**config.mk**
```make
export PLATFORM = sky130hd
export DESIGN_NAME = dfr_round
export DESIGN_NICKNAME = d
export VERILOG_FILES = /design/src/hdl/dfr_pkg.sv /design/src/hdl/dfr_round.sv
export SDC_FILE = /design/constraint.sdc
export NUM_CORES = 1
export LEC_CHECK = 0
export ABC_AREA = 0
export BUFFER_PORTS_ARGS = -buffer_cell sky130_fd_sc_hd__buf_2
export CORE_ASPECT_RATIO = 1.25
export CORE_MARGIN = 1.5
export CORE_UTILIZATION = 30
export DETAILED_ROUTE_END_ITERATION = 12
export GPL_ROUTABILITY_DRIVEN = 0
export PLACE_DENSITY_LB_ADDON = 0.08
export SKIP_LAST_GASP = 1
export SLEW_MARGIN = 20
export SYNTH_ARGS = -nofsm -noshare
export SYNTH_HDL_FRONTEND = slang
export SYNTH_SLANG_ARGS = --single-unit
```
**constraint.sdc**
```tcl
create_clock -name clk -period 3.7 [get_ports clk]
set_clock_uncertainty 0.15 [all_clocks]
set_input_delay 0.555 -clock clk [delete_from_list [all_inputs] [get_ports clk]]
set_output_delay 0.555 -clock clk [all_outputs]
set_load 0.02 [all_outputs]
```
**src/hdl/dfr_pkg.sv**
```systemverilog
package dfr_pkg;

  localparam int ROUND_COUNT_DEF = 16;
  localparam int SLOT_COUNT = 16;
  localparam int SLOT_W = 4;
  localparam int KEY_W = 48;
  localparam int BLOCK_W = 64;
  localparam int HALF_W = 32;
  localparam int KIND_W = 2;

  localparam logic [KIND_W-1:0] KIND_LOAD = 2'd0;
  localparam logic [KIND_W-1:0] KIND_ENC = 2'd1;
  localparam logic [KIND_W-1:0] KIND_DEC = 2'd2;

  typedef logic [5:0] idx_t;
  typedef logic [3:0] nib_t;

  localparam idx_t E_TAB [48] = '{
    6'd31, 6'd0, 6'd1, 6'd2, 6'd3, 6'd4, 6'd3, 6'd4, 6'd5, 6'd6, 6'd7, 6'd8,
    6'd7, 6'd8, 6'd9, 6'd10, 6'd11, 6'd12, 6'd11, 6'd12, 6'd13, 6'd14, 6'd15, 6'd16,
    6'd15, 6'd16, 6'd17, 6'd18, 6'd19, 6'd20, 6'd19, 6'd20, 6'd21, 6'd22, 6'd23, 6'd24,
    6'd23, 6'd24, 6'd25, 6'd26, 6'd27, 6'd28, 6'd27, 6'd28, 6'd29, 6'd30, 6'd31, 6'd0};

  localparam idx_t P_TAB [32] = '{
    6'd15, 6'd6, 6'd19, 6'd20, 6'd28, 6'd11, 6'd27, 6'd16,
    6'd0, 6'd14, 6'd22, 6'd25, 6'd4, 6'd17, 6'd30, 6'd9,
    6'd1, 6'd7, 6'd23, 6'd13, 6'd31, 6'd26, 6'd2, 6'd8,
    6'd18, 6'd12, 6'd29, 6'd5, 6'd21, 6'd10, 6'd3, 6'd24};

  localparam nib_t SBOX [8][64] = '{
    '{4'd14, 4'd4, 4'd13, 4'd1, 4'd2, 4'd15, 4'd11, 4'd8, 4'd3, 4'd10, 4'd6, 4'd12,
      4'd5, 4'd9, 4'd0, 4'd7, 4'd0, 4'd15, 4'd7, 4'd4, 4'd14, 4'd2, 4'd13, 4'd1,
      4'd10, 4'd6, 4'd12, 4'd11, 4'd9, 4'd5, 4'd3, 4'd8, 4'd4, 4'd1, 4'd14, 4'd8,
      4'd13, 4'd6, 4'd2, 4'd11, 4'd15, 4'd12, 4'd9, 4'd7, 4'd3, 4'd10, 4'd5, 4'd0,
      4'd15, 4'd12, 4'd8, 4'd2, 4'd4, 4'd9, 4'd1, 4'd7, 4'd5, 4'd11, 4'd3, 4'd14,
      4'd10, 4'd0, 4'd6, 4'd13},
    '{4'd15, 4'd1, 4'd8, 4'd14, 4'd6, 4'd11, 4'd3, 4'd4, 4'd9, 4'd7, 4'd2, 4'd13,
      4'd12, 4'd0, 4'd5, 4'd10, 4'd3, 4'd13, 4'd4, 4'd7, 4'd15, 4'd2, 4'd8, 4'd14,
      4'd12, 4'd0, 4'd1, 4'd10, 4'd6, 4'd9, 4'd11, 4'd5, 4'd0, 4'd14, 4'd7, 4'd11,
      4'd10, 4'd4, 4'd13, 4'd1, 4'd5, 4'd8, 4'd12, 4'd6, 4'd9, 4'd3, 4'd2, 4'd15,
      4'd13, 4'd8, 4'd10, 4'd1, 4'd3, 4'd15, 4'd4, 4'd2, 4'd11, 4'd6, 4'd7, 4'd12,
      4'd0, 4'd5, 4'd14, 4'd9},
    '{4'd10, 4'd0, 4'd9, 4'd14, 4'd6, 4'd3, 4'd15, 4'd5, 4'd1, 4'd13, 4'd12, 4'd7,
      4'd11, 4'd4, 4'd2, 4'd8, 4'd13, 4'd7, 4'd0, 4'd9, 4'd3, 4'd4, 4'd6, 4'd10,
      4'd2, 4'd8, 4'd5, 4'd14, 4'd12, 4'd11, 4'd15, 4'd1, 4'd13, 4'd6, 4'd4, 4'd9,
      4'd8, 4'd15, 4'd3, 4'd0, 4'd11, 4'd1, 4'd2, 4'd12, 4'd5, 4'd10, 4'd14, 4'd7,
      4'd1, 4'd10, 4'd13, 4'd0, 4'd6, 4'd9, 4'd8, 4'd7, 4'd4, 4'd15, 4'd14, 4'd3,
      4'd11, 4'd5, 4'd2, 4'd12},
    '{4'd7, 4'd13, 4'd14, 4'd3, 4'd0, 4'd6, 4'd9, 4'd10, 4'd1, 4'd2, 4'd8, 4'd5,
      4'd11, 4'd12, 4'd4, 4'd15, 4'd13, 4'd8, 4'd11, 4'd5, 4'd6, 4'd15, 4'd0, 4'd3,
      4'd4, 4'd7, 4'd2, 4'd12, 4'd1, 4'd10, 4'd14, 4'd9, 4'd10, 4'd6, 4'd9, 4'd0,
      4'd12, 4'd11, 4'd7, 4'd13, 4'd15, 4'd1, 4'd3, 4'd14, 4'd5, 4'd2, 4'd8, 4'd4,
      4'd3, 4'd15, 4'd0, 4'd6, 4'd10, 4'd1, 4'd13, 4'd8, 4'd9, 4'd4, 4'd5, 4'd11,
      4'd12, 4'd7, 4'd2, 4'd14},
    '{4'd2, 4'd12, 4'd4, 4'd1, 4'd7, 4'd10, 4'd11, 4'd6, 4'd8, 4'd5, 4'd3, 4'd15,
      4'd13, 4'd0, 4'd14, 4'd9, 4'd14, 4'd11, 4'd2, 4'd12, 4'd4, 4'd7, 4'd13, 4'd1,
      4'd5, 4'd0, 4'd15, 4'd10, 4'd3, 4'd9, 4'd8, 4'd6, 4'd4, 4'd2, 4'd1, 4'd11,
      4'd10, 4'd13, 4'd7, 4'd8, 4'd15, 4'd9, 4'd12, 4'd5, 4'd6, 4'd3, 4'd0, 4'd14,
      4'd11, 4'd8, 4'd12, 4'd7, 4'd1, 4'd14, 4'd2, 4'd13, 4'd6, 4'd15, 4'd0, 4'd9,
      4'd10, 4'd4, 4'd5, 4'd3},
    '{4'd12, 4'd1, 4'd10, 4'd15, 4'd9, 4'd2, 4'd6, 4'd8, 4'd0, 4'd13, 4'd3, 4'd4,
      4'd14, 4'd7, 4'd5, 4'd11, 4'd10, 4'd15, 4'd4, 4'd2, 4'd7, 4'd12, 4'd9, 4'd5,
      4'd6, 4'd1, 4'd13, 4'd14, 4'd0, 4'd11, 4'd3, 4'd8, 4'd9, 4'd14, 4'd15, 4'd5,
      4'd2, 4'd8, 4'd12, 4'd3, 4'd7, 4'd0, 4'd4, 4'd10, 4'd1, 4'd13, 4'd11, 4'd6,
      4'd4, 4'd3, 4'd2, 4'd12, 4'd9, 4'd5, 4'd15, 4'd10, 4'd11, 4'd14, 4'd1, 4'd7,
      4'd6, 4'd0, 4'd8, 4'd13},
    '{4'd4, 4'd11, 4'd2, 4'd14, 4'd15, 4'd0, 4'd8, 4'd13, 4'd3, 4'd12, 4'd9, 4'd7,
      4'd5, 4'd10, 4'd6, 4'd1, 4'd13, 4'd0, 4'd11, 4'd7, 4'd4, 4'd9, 4'd1, 4'd10,
      4'd14, 4'd3, 4'd5, 4'd12, 4'd2, 4'd15, 4'd8, 4'd6, 4'd1, 4'd4, 4'd11, 4'd13,
      4'd12, 4'd3, 4'd7, 4'd14, 4'd10, 4'd15, 4'd6, 4'd8, 4'd0, 4'd5, 4'd9, 4'd2,
      4'd6, 4'd11, 4'd13, 4'd8, 4'd1, 4'd4, 4'd10, 4'd7, 4'd9, 4'd5, 4'd0, 4'd15,
      4'd14, 4'd2, 4'd3, 4'd12},
    '{4'd13, 4'd2, 4'd8, 4'd4, 4'd6, 4'd15, 4'd11, 4'd1, 4'd10, 4'd9, 4'd3, 4'd14,
      4'd5, 4'd0, 4'd12, 4'd7, 4'd1, 4'd15, 4'd13, 4'd8, 4'd10, 4'd3, 4'd7, 4'd4,
      4'd12, 4'd5, 4'd6, 4'd11, 4'd0, 4'd14, 4'd9, 4'd2, 4'd7, 4'd11, 4'd4, 4'd1,
      4'd9, 4'd12, 4'd14, 4'd2, 4'd0, 4'd6, 4'd10, 4'd13, 4'd15, 4'd3, 4'd5, 4'd8,
      4'd2, 4'd1, 4'd14, 4'd7, 4'd4, 4'd10, 4'd8, 4'd13, 4'd15, 4'd12, 4'd9, 4'd0,
      4'd3, 4'd5, 4'd6, 4'd11}};

  // round function; bit 0 of the des numbering is the msb
  function automatic logic [HALF_W-1:0] feistel_f(input logic [HALF_W-1:0] r,
                                                  input logic [KEY_W-1:0] k);
    logic [KEY_W-1:0] x;
    logic [HALF_W-1:0] s;
    logic [HALF_W-1:0] p;
    logic [5:0] six;
    for (int i = 0; i < 48; i++) begin
      x[47-i] = r[31-E_TAB[i]];
    end
    x = x ^ k;
    for (int i = 0; i < 8; i++) begin
      six = x[47-6*i -: 6];
      s[31-4*i -: 4] = SBOX[i][{six[5], six[0], six[4:1]}];
    end
    for (int i = 0; i < 32; i++) begin
      p[31-i] = s[31-P_TAB[i]];
    end
    return p;
  endfunction

endpackage

```
**src/hdl/dfr_round.sv**
```systemverilog
// one feistel round stage with its own pipeline register
module dfr_round #(
  parameter bit LAST = 1'b0
) (
  input  logic clk,
  input  logic rst,
  input  logic adv,
  input  logic in_valid,
  input  logic in_dec,
  input  logic [dfr_pkg::HALF_W-1:0] in_l,
  input  logic [dfr_pkg::HALF_W-1:0] in_r,
  input  logic [dfr_pkg::KEY_W-1:0] key,
  output logic out_valid,
  output logic out_dec,
  output logic [dfr_pkg::HALF_W-1:0] out_l,
  output logic [dfr_pkg::HALF_W-1:0] out_r
);
  logic [dfr_pkg::HALF_W-1:0] t;

  assign t = in_l ^ dfr_pkg::feistel_f(in_r, key);

  always_ff @(posedge clk) begin
    if (rst) begin
      out_valid <= 1'b0;
    end else if (adv) begin
      out_valid <= in_valid;
    end
    if (adv) begin
      out_dec <= in_dec;
      out_l <= LAST ? t : in_r;
      out_r <= LAST ? in_r : t;
    end
  end
endmodule

```
==> reports/metrics.cfg <==
[placed_design]
dp_hpwl_mm=15.6
portBuffers=182
placed_area_sq_mm=0.00900

[clock_tree]
cts.sinks=66
htree_num_levels=3
cts_buffers=9
cts_root_buf=clkbuf_16
cts_resized=0
post_cts_buffers=0
ctsHoldBuffers=0
clk_latency_ps=350
cts_buffer_depth=2
clkTransAtPathRegs_ps=60
cts_tree=yes

[final_layout]
syn_to_final_growth_pct=25.1
num-fill-cells=2555
fin_nets=1167
antenna_cells=0
final_cell_area_sq_mm=0.00930
layout_commonest_cell=buf_2
layout_common_cells=buf_2, edfxtp_1, ha_1
layout-drive-gt1-share_pct=29.6

[route]
wl_per_cell_um=15.8
vias=6701
drt_wl_total_mm=20.9
dr.pass1.iters=4
antenna_left=0
drc=0
via_per_inst=5.07
drtIter0Drc=288

[timing]
layout_worst_path_cycle_share_pct=73.0
slew_headroom_pct=37.3
setup_tns_ps=0
setup_violations=0
slew_viol_final=0
grt_setup_unrepaired=false
hold_viol=0
period_needed_ps=2700
hold-worst-slack_ps=231
max_clock_freq_mhz=370
tightest_slew_ps=941

[pwr]
powerDensity_mw_per_mm2=391
power.leakage_nw=3.81
vdd_drop_max_mv=0.221

[global_route]
grt_pass1_wl_mm=33.1
antenna_found_initial=0
grt_max_degree=67
first_global_vias=6308
grt-ovfl-total=0
grt_use_total_pct=16.3

[logic_synthesis]
synth_area_per_cell_sq_um=9.56
async_reset_ff_share_pct=0
yosys_warnings=0
synth_top_flop_cell=edfxtp_1
synth_seq_area_share_pct=26.5
netlist_instances=778
synth_area_sq_mm=0.00744
synth-seq-cells=66
synthesis.nets=957
synth_edf_count=65
ys_types=60

[floorplanning]
core_area_sq_mm=0.0244
die_w_um=144
pin_count=183
die-area_sq_mm=0.0257
initial_core_util_pct=30.5
die_h_um=179
num_rows=64

[critical_path]
critPathMaxFanout=11
required_ps=3640
crit_type=input port to flip-flop
cp-end-kind=flip-flop
cp.arrival_ps=2640
start_kind=input port
reg2reg_setup_slack_ps=2960

[worst_hold_path]
hold_class=input port to flip-flop

[flow_run]
cap_violations=0

[status]
status=complete, no violations

[power by group]
group	switching, mW	internal, mW	total, mW
Sequential	0.0267	0.969	0.996
Clock	0.365	0.519	0.884
Combinational	1.01	0.741	1.75
[cell type report]
cell class                 instances  area [sq um]  share of cell area [%]
timing repair buffer             235          1310                    14.1
clock inverter                     7          70.1                   0.753
multi-input combinational        638          5160                    55.5
tap                              330           413                    4.44
sequential                        66          1970                    21.2
inverter                          38           145                    1.56
clock buffer                       9           225                    2.42
[logic make-up after synthesis]
group / synth area share (%)
adders and majority gates: 10.4
AOI/OAI and AO/OA: 19.1
buffers and inverters: 4.05
xor gates and xnor gates: 16.1
muxes: 12.9
DFF: 26.5
and+or+nand+nor: 10.9
[worst paths after layout]
kind	startpoint	to	cells past startpoint
hold / removal	rst	out_valid$_SDFFE_PP0P_	2
setup / recovery	in_r[28]	out_r[9]$_DFFE_PP_	8
setup reg to reg	out_valid$_SDFFE_PP0P_	out_valid$_SDFFE_PP0P_	2
hold reg to reg	out_valid$_SDFFE_PP0P_	out_valid$_SDFFE_PP0P_	2
[sequential cells by signal, indices dropped and copies added (netlist names)]
name / cells
out_dec: 1
out_l: 32
out_r: 32
out_valid: 1
[through the flow]
step | power (mW) | util, % | setup WS (ps) | std cells
6_report | 3.63 | 38.1 | 999 | 1323
5_1_grt | 3.90 | 38.1 | 786 | 1323
4_1_cts | 3.70 | 38.1 | 1010 | 1323
3_5_place_dp | 2.78 | 36.9 | 640 | 1307
3_3_place_gp | 2.79 | 36.9 | 616 | 1307
2_1_floorplan | 2.23 | - | 585 | 778
[worst max-delay path, stage by stage]
cell      delay, ps
buf_2           140
xnor2_4         340
clkinv_1        360
ha_1            360
mux4_2          460
o211ai_1        150
o21ai_0         120
xor2_1          150
[cell usage after synthesis, types with 3 or more instances]
cell | number | area (sq um)
o21ai_0 | 34 | 170
or3_1 | 3 | 18.8
nor4_1 | 4 | 25.0
nor2_1 | 59 | 221
a21oi_1 | 35 | 175
nand2_1 | 55 | 206
mux2i_1 | 30 | 300
ha_1 | 62 | 776
a21o_1 | 3 | 22.5
o22ai_1 | 7 | 43.8
o311ai_0 | 8 | 70.1
a221oi_1 | 7 | 61.3
xor2_2 | 3 | 48.8
nor3_1 | 28 | 140
a311oi_1 | 7 | 61.3
mux4_2 | 27 | 608
a211o_1 | 4 | 35.0
a31oi_1 | 12 | 75.1
nand3_1 | 30 | 150
o211ai_1 | 31 | 233
and2_1 | 4 | 25.0
edfxtp_1 | 65 | 1950
o221ai_1 | 5 | 43.8
xor2_1 | 53 | 464
o2111ai_1 | 10 | 87.6
clkbuf_1 | 26 | 97.6
a2111oi_0 | 4 | 35.0
xnor2_2 | 4 | 65.1
buf_2 | 6 | 30.0
inv_1 | 33 | 124
xnor2_1 | 61 | 534
a211oi_1 | 17 | 128
o31ai_1 | 7 | 52.6
[layer usage]
layer	GRT usage, %	wire length (um)
met1	20.9	9260
met2	28.1	10600
met3	2.67	713
met4	4.80	286
met5	0	0
Note: power is estimated with default switching activity, not from simulation.
